==> config.mk <==
export PLATFORM = sky130hd
export DESIGN_NAME = lsb_stego_extractor
export DESIGN_NICKNAME = d
export VERILOG_FILES = /design/src/sv/lsbx_pkg.sv /design/src/sv/lsbx_lane.sv /design/src/sv/lsbx_merge.sv /design/src/sv/lsbx_ctrl.sv /design/src/sv/lsb_stego_extractor.sv
export SDC_FILE = /design/constraint.sdc
export NUM_CORES = 1
export LEC_CHECK = 0
export BUFFER_PORTS_ARGS = -buffer_cell sky130_fd_sc_hd__buf_2
export CAP_MARGIN = 10
export CORE_ASPECT_RATIO = 0.6
export CORE_MARGIN = 4
export CORE_UTILIZATION = 50
export CTS_CLUSTER_SIZE = 12
export DETAILED_ROUTE_END_ITERATION = 16
export PLACE_DENSITY_LB_ADDON = 0.12
export REMOVE_ABC_BUFFERS = 1
export SETUP_SLACK_MARGIN = 0.5
export SLEW_MARGIN = 20
export SYNTH_ARGS = -nofsm -noshare
export SYNTH_HDL_FRONTEND = slang
export SYNTH_SLANG_ARGS = --single-unit
export TNS_END_PERCENT = 30
==> constraint.sdc <==
create_clock -name clk -period 6.2 [get_ports clk]
set_clock_uncertainty 0.05 [all_clocks]
set_input_delay 0.62 -clock clk [delete_from_list [all_inputs] [get_ports clk]]
set_output_delay 0.62 -clock clk [all_outputs]
set_load 0.01 [all_outputs]
==> src/sv/lsbx_pkg.sv <==
// shared types and constants for the lsb steganography extractor
`default_nettype none

package lsbx_pkg;

	localparam int SALT_BYTES = 16;
	localparam int IV_BYTES   = 16;
	localparam int LEN_POS    = 4 + 1 + SALT_BYTES + IV_BYTES;
	localparam int HDR_LEN    = LEN_POS + 4;
	// smallest pixel count whose three bits per pixel hold the header
	localparam int MIN_PIXELS = (HDR_LEN * 8 + 2) / 3;

	localparam int LANES = 3;

	localparam logic [1:0] REG_PIXEL_COUNT    = 2'd0;
	localparam logic [1:0] REG_MAGIC_WORD     = 2'd1;
	localparam logic [1:0] REG_FORMAT_VERSION = 2'd2;

	localparam logic [2:0] ST_OK        = 3'd0;
	localparam logic [2:0] ST_TOO_SMALL = 3'd1;
	localparam logic [2:0] ST_BAD_MAGIC = 3'd2;
	localparam logic [2:0] ST_BAD_VER   = 3'd3;
	localparam logic [2:0] ST_ZERO_LEN  = 3'd4;
	localparam logic [2:0] ST_NO_ROOM   = 3'd5;

	typedef enum logic [1:0] {
		PH_IDLE,
		PH_HEADER,
		PH_PAYLOAD
	} phase_t;

	typedef struct packed {
		logic lsb;
		logic done;
	} lane_t;

	typedef struct packed {
		logic [7:0] bits;
		logic [2:0] cnt;
	} pack_t;

	typedef struct packed {
		logic       byte_done;
		logic [7:0] byte_val;
		pack_t      nxt;
	} merge_t;

	typedef struct packed {
		logic [7:0] data_byte;
		logic       in_header;
		logic       last;
		logic [2:0] status;
	} res_t;

endpackage

`default_nettype wire

==> src/sv/lsbx_lane.sv <==
// one color channel lane: takes the lsb and flags whether it closes a byte
`default_nettype none

module lsbx_lane (
	input  wire logic [7:0]     channel,
	input  wire logic [2:0]     cnt,
	input  wire logic [1:0]     offset,
	output lsbx_pkg::lane_t     lane
);
	import lsbx_pkg::*;

	logic [3:0] fill;

	// bits held once this lane's bit is in
	assign fill      = 4'(cnt) + 4'(offset) + 4'd1;
	assign lane.lsb  = channel[0];
	assign lane.done = (fill == 4'd8);

endmodule

`default_nettype wire

==> src/sv/lsbx_merge.sv <==
// merges the three lane bits into the bit buffer and picks out a finished byte
`default_nettype none

module lsbx_merge (
	input  wire lsbx_pkg::pack_t   cur,
	input  wire lsbx_pkg::lane_t   lanes [lsbx_pkg::LANES],
	output lsbx_pkg::merge_t       mrg
);
	import lsbx_pkg::*;

	logic [10:0] full;

	assign full = {cur.bits, lanes[0].lsb, lanes[1].lsb, lanes[2].lsb};

	always_comb begin
		mrg.byte_done = 1'b0;
		mrg.byte_val  = full[10:3];
		mrg.nxt.bits  = full[7:0];
		mrg.nxt.cnt   = cur.cnt + 3'd3;
		if (lanes[0].done) begin
			mrg.byte_done = 1'b1;
			mrg.byte_val  = full[9:2];
			mrg.nxt.bits  = {6'd0, full[1:0]};
			mrg.nxt.cnt   = 3'd2;
		end else if (lanes[1].done) begin
			mrg.byte_done = 1'b1;
			mrg.byte_val  = full[8:1];
			mrg.nxt.bits  = {7'd0, full[0]};
			mrg.nxt.cnt   = 3'd1;
		end else if (lanes[2].done) begin
			mrg.byte_done = 1'b1;
			mrg.byte_val  = full[7:0];
			mrg.nxt.bits  = 8'd0;
			mrg.nxt.cnt   = 3'd0;
		end
	end

endmodule

`default_nettype wire

==> src/sv/lsbx_ctrl.sv <==
// frame control: configuration, header parsing and checks, payload count
`default_nettype none

module lsbx_ctrl (
	input  wire logic             clk,
	input  wire logic             arst_n,
	input  wire logic             cfg_we,
	input  wire logic [1:0]       cfg_addr,
	input  wire logic [31:0]      cfg_wdata,
	input  wire logic             pix_fire,
	input  wire logic             start,
	input  wire lsbx_pkg::merge_t mrg,
	output lsbx_pkg::pack_t       cur,
	output logic                  res_valid,
	output lsbx_pkg::res_t        res
);
	import lsbx_pkg::*;

	logic [28:0] pixel_count_q;
	logic [31:0] magic_word_q;
	logic [7:0]  format_version_q;

	phase_t      phase_q, phase_d, phase_b;
	pack_t       pack_q;
	logic [32:0] pos_q, pos_b, pos_inc;
	logic [31:0] len_q, len_b, len_d;
	logic [32:0] total_q, total_d;
	logic        magic_ok_q, magic_b, magic_d;
	logic [7:0]  ver_q, ver_b, ver_d;

	logic        too_small, run, byte_ev;
	logic [7:0]  want;
	logic        hdr_last, pay_last;
	logic [2:0]  hdr_status;
	logic [30:0] cap_bits;
	logic [35:0] need_bits;

	assign too_small = pixel_count_q < 29'(MIN_PIXELS);
	assign run       = start ? !too_small : (phase_q != PH_IDLE);
	assign byte_ev   = pix_fire && run && mrg.byte_done;

	assign phase_b = start ? PH_HEADER : phase_q;
	assign pos_b   = start ? 33'd0 : pos_q;
	assign len_b   = start ? 32'd0 : len_q;
	assign magic_b = start ? 1'b1 : magic_ok_q;
	assign ver_b   = start ? 8'd0 : ver_q;
	assign cur     = start ? '0 : pack_q;
	assign pos_inc = pos_b + 33'd1;

	always_comb begin
		case (pos_b[1:0])
			2'd0:    want = magic_word_q[31:24];
			2'd1:    want = magic_word_q[23:16];
			2'd2:    want = magic_word_q[15:8];
			default: want = magic_word_q[7:0];
		endcase
	end

	always_comb begin
		magic_d = magic_b;
		ver_d   = ver_b;
		len_d   = len_b;
		if (pos_b < 33'd4) begin
			magic_d = magic_b && (want == mrg.byte_val);
		end else if (pos_b == 33'd4) begin
			ver_d = mrg.byte_val;
		end else if (pos_b >= 33'(LEN_POS)) begin
			len_d = {len_b[23:0], mrg.byte_val};
		end
	end

	// capacity in bits against header plus payload in bits
	assign total_d   = 33'(HDR_LEN) + 33'(len_d);
	assign cap_bits  = {1'b0, pixel_count_q, 1'b0} + 31'(pixel_count_q);
	assign need_bits = {total_d, 3'b000};
	assign hdr_last  = (phase_b == PH_HEADER) && (pos_b == 33'(HDR_LEN - 1));
	assign pay_last  = (phase_b == PH_PAYLOAD) && (pos_inc == total_q);

	always_comb begin
		if (!magic_d) begin
			hdr_status = ST_BAD_MAGIC;
		end else if (ver_d != format_version_q) begin
			hdr_status = ST_BAD_VER;
		end else if (len_d == 32'd0) begin
			hdr_status = ST_ZERO_LEN;
		end else if (need_bits > 36'(cap_bits)) begin
			hdr_status = ST_NO_ROOM;
		end else begin
			hdr_status = ST_OK;
		end
	end

	// next state
	always_comb begin
		phase_d = phase_q;
		if (pix_fire) begin
			if (start && too_small) begin
				phase_d = PH_IDLE;
			end else if (byte_ev) begin
				case (phase_b)
					PH_HEADER: begin
						if (hdr_last) begin
							phase_d = (hdr_status != ST_OK) ? PH_IDLE : PH_PAYLOAD;
						end else begin
							phase_d = PH_HEADER;
						end
					end
					PH_PAYLOAD: phase_d = pay_last ? PH_IDLE : PH_PAYLOAD;
					default:    phase_d = PH_IDLE;
				endcase
			end else begin
				phase_d = phase_b;
			end
		end
	end

	// result request
	always_comb begin
		res_valid     = 1'b0;
		res.data_byte = mrg.byte_val;
		res.in_header = 1'b0;
		res.last      = 1'b0;
		res.status    = ST_OK;
		if (pix_fire && start && too_small) begin
			res_valid     = 1'b1;
			res.data_byte = 8'd0;
			res.last      = 1'b1;
			res.status    = ST_TOO_SMALL;
		end else if (byte_ev) begin
			res_valid = 1'b1;
			case (phase_b)
				PH_HEADER: begin
					res.in_header = 1'b1;
					if (hdr_last && hdr_status != ST_OK) begin
						res.last   = 1'b1;
						res.status = hdr_status;
					end
				end
				PH_PAYLOAD: res.last = pay_last;
				default:    res.last = 1'b0;
			endcase
		end
	end

	always_ff @(posedge clk or negedge arst_n) begin
		if (!arst_n) begin
			pixel_count_q    <= '0;
			magic_word_q     <= '0;
			format_version_q <= 8'd1;
		end else if (cfg_we) begin
			case (cfg_addr)
				REG_PIXEL_COUNT:    pixel_count_q    <= cfg_wdata[28:0];
				REG_MAGIC_WORD:     magic_word_q     <= cfg_wdata;
				REG_FORMAT_VERSION: format_version_q <= cfg_wdata[7:0];
				default:            ;
			endcase
		end
	end

	always_ff @(posedge clk or negedge arst_n) begin
		if (!arst_n) begin
			phase_q    <= PH_IDLE;
			pack_q     <= '0;
			pos_q      <= '0;
			len_q      <= '0;
			total_q    <= '0;
			magic_ok_q <= 1'b1;
			ver_q      <= '0;
		end else if (pix_fire) begin
			phase_q <= phase_d;
			if (run) begin
				pack_q <= mrg.nxt;
			end else if (start) begin
				pack_q <= '0;
			end
			if (run && mrg.byte_done) begin
				pos_q <= pos_inc;
			end else if (start) begin
				pos_q <= '0;
			end
			if (run && mrg.byte_done && (phase_b == PH_HEADER)) begin
				magic_ok_q <= magic_d;
				ver_q      <= ver_d;
				len_q      <= len_d;
				total_q    <= total_d;
			end else if (start) begin
				len_q      <= '0;
				magic_ok_q <= 1'b1;
				ver_q      <= '0;
			end
		end
	end

endmodule

`default_nettype wire

==> src/sv/lsb_stego_extractor.sv <==
// Pixel stream in, extracted message bytes out. One pixel is taken per clock while the
// output side keeps up; its three channel lsbs go through three lanes in parallel and at
// most one byte (header bytes included) leaves per pixel, registered at the output. The
// lane merge and the header check sit in that single stage, so the rate is one pixel per
// cycle unless stalled; a one-entry skid register behind the output register lets one
// more pixel in while a result is stalled. Start-of-image (tuser) restarts extraction;
// status is nonzero only on the final result of a failed frame, which also has tlast.
`default_nettype none

module lsb_stego_extractor (
	input  wire logic        clk,
	input  wire logic        arst_n,
	input  wire logic        cfg_we,
	input  wire logic [1:0]  cfg_addr,
	input  wire logic [31:0] cfg_wdata,
	input  wire logic        s_tvalid,
	output logic             s_tready,
	input  wire logic [23:0] s_tdata,   // red [7:0], green [15:8], blue [23:16]
	input  wire logic        s_tuser,   // start_of_image
	output logic             m_tvalid,
	input  wire logic        m_tready,
	output logic [7:0]       m_tdata,   // data_byte [7:0]
	output logic [3:0]       m_tuser,   // in_header [0], status [3:1]
	output logic             m_tlast
);
	import lsbx_pkg::*;

	logic    pix_fire;
	lane_t   lanes [LANES];
	pack_t   cur;
	merge_t  mrg;
	logic    res_valid;
	res_t    res;

	res_t    out_q, skid_q;
	logic    out_valid_q, skid_valid_q;

	assign s_tready = !skid_valid_q;
	assign pix_fire = s_tvalid && s_tready;

	lsbx_lane u_lane_r (
		.channel (s_tdata[7:0]),
		.cnt     (cur.cnt),
		.offset  (2'd0),
		.lane    (lanes[0])
	);

	lsbx_lane u_lane_g (
		.channel (s_tdata[15:8]),
		.cnt     (cur.cnt),
		.offset  (2'd1),
		.lane    (lanes[1])
	);

	lsbx_lane u_lane_b (
		.channel (s_tdata[23:16]),
		.cnt     (cur.cnt),
		.offset  (2'd2),
		.lane    (lanes[2])
	);

	lsbx_merge u_merge (
		.cur   (cur),
		.lanes (lanes),
		.mrg   (mrg)
	);

	lsbx_ctrl u_ctrl (
		.clk       (clk),
		.arst_n    (arst_n),
		.cfg_we    (cfg_we),
		.cfg_addr  (cfg_addr),
		.cfg_wdata (cfg_wdata),
		.pix_fire  (pix_fire),
		.start     (s_tuser),
		.mrg       (mrg),
		.cur       (cur),
		.res_valid (res_valid),
		.res       (res)
	);

	// output register with one skid entry
	always_ff @(posedge clk or negedge arst_n) begin
		if (!arst_n) begin
			out_valid_q  <= 1'b0;
			skid_valid_q <= 1'b0;
		end else if (!out_valid_q || m_tready) begin
			if (skid_valid_q) begin
				out_valid_q  <= 1'b1;
				skid_valid_q <= 1'b0;
			end else begin
				out_valid_q <= res_valid;
			end
		end else if (res_valid) begin
			skid_valid_q <= 1'b1;
		end
	end

	always_ff @(posedge clk) begin
		if (!out_valid_q || m_tready) begin
			out_q <= skid_valid_q ? skid_q : res;
		end else if (res_valid) begin
			skid_q <= res;
		end
	end

	assign m_tvalid = out_valid_q;
	assign m_tdata  = out_q.data_byte;
	assign m_tuser  = {out_q.status, out_q.in_header};
	assign m_tlast  = out_q.last;

`ifndef SYNTHESIS
	a_skid_behind_out: assert property (@(posedge clk) disable iff (!arst_n)
		skid_valid_q |-> out_valid_q)
		else $error("skid entry held without an output request");

	a_skid_only_on_stall: assert property (@(posedge clk) disable iff (!arst_n)
		$rose(skid_valid_q) |-> $past(out_valid_q && !m_tready && res_valid))
		else $error("skid entry filled without a stalled output");

	a_error_ends_frame: assert property (@(posedge clk) disable iff (!arst_n)
		m_tvalid && (m_tuser[3:1] != ST_OK) |-> m_tlast)
		else $error("error status without last");

	a_too_small_shape: assert property (@(posedge clk) disable iff (!arst_n)
		m_tvalid && (m_tuser[3:1] == ST_TOO_SMALL) |-> !m_tuser[0] && (m_tdata == 8'd0))
		else $error("image too small result carries data");
`endif

endmodule

`default_nettype wire

[Word-level counts from Yosys, hierarchy flattened]
Index checks and enable logic that the tools add are counted.
W data, S select, Z words.
Word-level totals
  output and inout port bits: 15
  logic and storage cells: 121
  input bits: 64
  bits in registers: 217
Operators by class
  bitwise gates (word level): 1
  mux-type cells: 46
  equal/unequal tests: 14
  reduce and logical (&&, ||, !) cells: 27
  add/sub/neg operators: 8
  $lt $le $gt $ge: 4
Operators by type and width (count)
  $mux W32: 5
  $mux W33: 2
  $mux W20: 3
  $mux W8: 5
  $gt A36 B31 Y1: 1
  $add A33 B1 Y33 const B: 1
  $add A6 B32 Y33 const A: 1
  $eq A33 B3 Y1 const B: 1
  $eq A33 B33 Y1: 1
  $eq A33 B6 Y1 const B: 1
  $ge A33 B6 Y1 const B: 1
  $lt A33 B3 Y1 const B: 1
  $logic_not A32 Y1: 1
  $add A30 B29 Y31: 1
  $lt A29 B7 Y1 const B: 1
  $pmux W8 S3: 1
  $mux W11: 2
  $mux W3: 5
  $mux W13: 1
  $eq A4 B4 Y1 const B: 3
  $logic_and A1 B1 Y1: 12
  $mux W2: 6
  $mux W1: 11
  $reduce_and A2 Y1: 5
  18 further kinds: 28

[Longest topological paths before layout]
  depth in word-level cells: 23
  mapped depth: 41
  gate-level depth less buffers: 30

[By module]
From an unflattened synthesis, not the netlist that was laid out.
Unflattened totals
  cells, all modules: 1798
  area, all modules: 15962.8 um2
Modules (own cells, without submodules)
  lsbx_ctrl: area each 14301.2 um2, sequential area each 4732.0 um2, instances 1, cells each 1664
  lsb_stego_extractor: area each 1079.8 um2, sequential area each 830.8 um2, instances 1, cells each 53
  lsbx_merge: area each 409.1 um2, sequential area each 0.0 um2, instances 1, cells each 57
  lsbx_lane: area each 57.6 um2, sequential area each 0.0 um2, instances 3, cells each 8

[Worst setup path after synthesis]
No wires, ideal clock.
  path kind: input to register
  start point: input port s_tuser
  end point: register out_q, in the netlist m_tlast (data pin)
  setup time: 0.265 ns
  buffers on the path: 13
  slack: -1.754 ns
  arrival time: 7.639 ns
  stages: 39
  data required time: 5.885 ns
  path through: buf_2 -> buf_2 -> buf_2 -> buf_2 -> clkbuf_1 -> buf_2 -> buf_2 -> buf_1 -> nor2b_1 -> inv_1 -> ha_1 -> buf_1 -> and4b_1 -> o21a_1 -> nor2_4 -> buf_2 -> buf_2 -> buf_1 -> [3 not listed] -> ha_1 -> o21ai_1 -> o221ai_4 -> and2_1 -> buf_4 -> nand2_4 -> or4_4 -> xnor2_2 -> nor2_1 -> ha_1 -> a2111o_1 -> a2111oi_0 -> a211oi_1 -> nor3_1 -> mux2i_1 -> or2_1 -> o21bai_1 -> nand3_1
On the way
  cells in the longest elaborated chain, start to end: 23
  elaborated cells on any way between the ends: 58
  classes of those cells: 6 x add/sub; 3 x order compare; 12 x eq/ne; 26 x mux; 11 x reduce/logical
RTL lines
  from (decl): RTL line lsb_stego_extractor.sv:19  | input wire logic s_tuser,
  $mux W11
  $add A3 B2 Y4: RTL line lsbx_lane.sv:15  | assign fill = 4'(cnt) + 4'(offset) + 4'd1;
  $add A4 B1 Y4: RTL line lsbx_lane.sv:15
  $eq A4 B4 Y1: RTL line lsbx_lane.sv:17  | assign lane.done = (fill == 4'd8);
  $mux W20: RTL line lsbx_merge.sv:30  | end else if (lanes[2].done) begin
  $mux W20: RTL line lsbx_merge.sv:25  | end else if (lanes[1].done) begin
  $mux W20: RTL line lsbx_merge.sv:20  | if (lanes[0].done) begin
  $mux W32: RTL line lsbx_ctrl.sv:67  | end else if (pos_b >= 33'(LEN_POS)) begin
  [3 not listed]
  named net u_ctrl.total_d[0]: RTL line lsbx_ctrl.sv:27  | logic [32:0] total_q, total_d;
  [4 not listed]
  $mux W3 *: RTL line lsbx_ctrl.sv:80  | if (!magic_d) begin
  $reduce_bool A3 Y1 *: RTL line lsbx_ctrl.sv:134  | if (hdr_last && hdr_status != ST_OK) begin
  $logic_and A1 B1 Y1 *: RTL line lsbx_ctrl.sv:134
  $mux W4 *: RTL line lsbx_ctrl.sv:134
  $pmux W1 S2 *: RTL line lsbx_ctrl.sv:131  | case (phase_b)
  $mux W5 *: RTL line lsbx_ctrl.sv:129  | end else if (byte_ev) begin
  $mux W4 *: RTL line lsbx_ctrl.sv:124  | if (pix_fire && start && too_small) begin
  $mux W13 *: RTL line lsb_stego_extractor.sv:101  | out_q <= skid_valid_q ? skid_q : res;
  to (signal assigned): RTL line lsb_stego_extractor.sv:101
  to (decl): RTL line lsb_stego_extractor.sv:35  | res_t out_q, skid_q;
The timed path passes the listed nets; every way through them passes the cells marked *.
A chain may end at the register's enable or synchronous reset.

[Worst setup path in the final report]
  start point: register u_ctrl.pack_q[0] (netlist name)
  end point: register out_q, in the netlist m_tlast (data pin)
On the way
  cells in the longest elaborated chain, start to end: 23
  elaborated cells on any way between the ends: 35
  classes of those cells: 5 x add/sub; 1 x order compare; 5 x eq/ne; 19 x mux; 5 x reduce/logical
RTL lines
  from (decl): RTL line lsbx_ctrl.sv:24  | pack_t pack_q;
  from (signal assigned): RTL line lsbx_ctrl.sv:172  | pack_q <= mrg.nxt;
  $mux W11 *
  $add A3 B2 Y4: RTL line lsbx_lane.sv:15
  $add A4 B1 Y4: RTL line lsbx_lane.sv:15
  $eq A4 B4 Y1: RTL line lsbx_lane.sv:17
  $mux W20: RTL line lsbx_merge.sv:30
  $mux W20: RTL line lsbx_merge.sv:25
  $mux W20 *: RTL line lsbx_merge.sv:20
  $mux W32: RTL line lsbx_ctrl.sv:67
  [7 not listed]
  $mux W3: RTL line lsbx_ctrl.sv:80
  $reduce_bool A3 Y1: RTL line lsbx_ctrl.sv:134
  $logic_and A1 B1 Y1: RTL line lsbx_ctrl.sv:134
  $mux W4: RTL line lsbx_ctrl.sv:134
  $pmux W1 S2: RTL line lsbx_ctrl.sv:131
  $mux W5 *: RTL line lsbx_ctrl.sv:129
  $mux W4 *: RTL line lsbx_ctrl.sv:124
  $mux W13 *: RTL line lsb_stego_extractor.sv:101
Mark *: on every way between the ends. The rest lies on a longest branch, timed or not.

==> results.tsv <==
metric	value	unit
routed_wl	53300	um
cts_sinks	217	
tns	0	ns
crit_top_cell	buf_4	
cts_tree	yes	
clkTransAtPathRegs	0.07	ns
endpoint	m_tlast	
grt_usage	31.5	%
antenna_cells	0	
power.total	5.15	mW
max_freq	0.168	GHz
synth_area_leader_cell	dfrtp_1	
placed_area	17200	um^2
syn_inst	1691	
yosysMostFrequentCell	nand2_1	
slowest_stage	dfrtp_2	
dpl.cell_count	2273	
worst_r2r_endpoint	m_tlast	
die_w	233	um
fin_crit_sh	96.1	%
synth.avg_cell_area	8.99	um^2
power_density	272	nW/um^2
nets	2098	
drc	0	
design_area	19000	um^2
yosys.area.top_type_share	31.1	%
grt_max_degree	111	
drive_gt1_share	26.5	%
slowest_delay	0.44	ns
clock_latency	0.56	ns
htree_levels	1	
synth_async_sr_flop_share	88.0	%
place_hpwl	39300	um
ys_warn_count	0	
die_y	143	um
cp_num_cells	38	
grt_pass1_vias	13600	
crit_type	register to register	
netlist_top_cells_count	256 x nand2_1, 189 x dfrtp_1, 121 x o21ai_0	
nFillCells	2564	
crit_required	6.45	ns
cts_buffers	24	
via_count	14400	
ys_seq_area_share	36.6	%
hold_ws	0.0954	ns
rows	49	
setup_viol	0	
min_period	5.96	ns
critPathTopFamily	buffers and inverters	
cts-root-buf	clkbuf_16	
drtIter0Drc	1661	
maxCapViolations	0	
syn2layout_area_growth	24.8	%
finalHoldViolCount	0	
end_kind	register	
arrival	6.21	ns
via_per_inst	6.06	
critPathLaunchType	register	
dr.pass1.iters	5	
finalNonFillerCells	2372	
ant_nets	0	
peakVddDrop	0.220	mV
rsz0062_at_grt	yes	
netlist_area	15200	um^2
tightestPinTransition	1.16	ns
ys_types	105	
crit_start	u_ctrl.pack_q[0]	
synth_seq_cells	217	
ys_top_cells_by_area	dfrtp_1 31%, ha_1 7.0%, nand2_1 6.3%, edfxtp_1 5.1%, xnor2_1 4.9%	
hold_buffers	0	
grt_antenna_before_repair	2	
leakagePower	8.68	nW
num_io_pins	79	
cp.buffers_inverters	23	
synth_edf_count	26	
avgRoutedWirePerCell	22.5	um
port-buffer-count	57	
hold_path_class	input pin to asynchronous set/reset pin	
gp_congestion	0.984	
overflow	0	
reg2regPathDepth	38	
clk_path_buf_depth	3	
grt_pass1_wl	81700	um
crit_path_max_fanout	5	
ys.flop_type	dfrtp_1	
status	complete, no violations	
start_util	50.7	%
core_area	30000	um^2
die_area	33300	um^2
r2r_setup_slack	0.24	ns
relSlewSlack	22.6	%
final_max_slew_viol_count	0	
r2r-start	u_ctrl.pack_q[0]	
==> kinds of logic after synthesis <==
group | synth area share (%)
compound gates | 18.6
xor+xnor | 7.02
fa+ha+maj | 7.13
buf+inv | 3.92
flops | 36.6
mux | 6.18
simple gates | 20.5
==> how the worst min path moves through the flow <==
stage | start | end | cells after the start
floorplan | arst_n | m_tvalid | 0
global placement | u_ctrl.len_q[24] | u_ctrl.len_q[24] | 2
detailed placement | u_ctrl.ver_q[6] | u_ctrl.ver_q[6] | 2
CTS | arst_n | u_ctrl.pos_q[22] | 1
global route | arst_n | u_ctrl.pos_q[24] | 1
finish | arst_n | u_ctrl.pos_q[22] | 1
==> metal layers <==
| metal | routed length (um) | vias up | GRT usage [%] | share of wire [%] |
|---|---|---|---|---|
| met1 | 26200 | 6978 | 51.4 | 49 |
| met2 | 20500 | 683 | 41.5 | 39 |
| li1 | - | 6627 | - | - |
| met5 | 13 | - | 0 | 0.024 |
| met4 | 953 | 2 | 5.31 | 1.8 |
| met3 | 5560 | 73 | 8.15 | 10 |
==> layout by cell type (no fill, tap or decap), types with 13 or more instances in the layout <==
master and count:
mux2i_1 24, nand2_1 253, o21ai_0 118, mux2_2 49, dfrtp_1 188, clkbuf_16 24, buf_4 238, and3_1 23
or3_1 13, a32oi_1 15, a22o_1 23, buf_6 14, nor2_1 93, xor2_1 34, nor3_1 27, nand2b_1 13
edfxtp_1 26, a31oi_1 25, nand4_1 35, nor4_1 16, ha_1 80, inv_1 59, a21oi_1 72, nand3_1 30
xnor2_1 79, buf_2 55, o31ai_1 13, a21o_1 26, nor2b_1 27
==> area by class of cell <==
| cell class | instances | area, um^2 | share of cell area (%) |
|---|---|---|---|
| timing repair buffer | 313 | 2330 | 12.3 |
| inverter | 68 | 265 | 1.40 |
| tap | 408 | 510 | 2.69 |
| clock inverter | 8 | 129 | 0.680 |
| clock buffer | 34 | 668 | 3.52 |
| sequential | 217 | 5560 | 29.3 |
| multi-input combinational | 1324 | 9500 | 50.1 |
==> state kept, by name (all words and copies together), names as in the netlist <==
signal,count
u_ctrl.pos_q,33
u_ctrl.total_q,33
u_ctrl.len_q,32
u_ctrl.magic_word_q,32
u_ctrl.pixel_count_q,29
skid_q,13
u_ctrl.pack_q,11
m_tdata,8
u_ctrl.format_version_q,8
u_ctrl.ver_q,8
m_tuser,4
u_ctrl.phase_q,2
m_tlast,1
m_tvalid,1
skid_valid_q,1
u_ctrl.magic_ok_q,1
==> stage by stage <==
step / setup WS (ns) / utilization, %
after CTS: 0.446 / 62.2
after global routing: 0.0693 / 63.3
after detailed placement: -0.601 / 57.4
final: 0.243 / 63.3
after floorplan: -0.348 / -
after global placement: -0.470 / 57.4
==> power breakdown <==
part           internal (mW)  switching, mW  total (mW)
clock                  0.875          0.628        1.50
sequential              1.59          0.129        1.72
combinational          0.837           1.09        1.93
==> what timing repair did <==
action | in CTS | in global routing
pin swaps | 40 | 38
endpoints found under the setup margin | 7 | 7
gates resized for setup | 64 | 42
setup buffers | 43 | 14
Power figures use the tool's default switching activity.
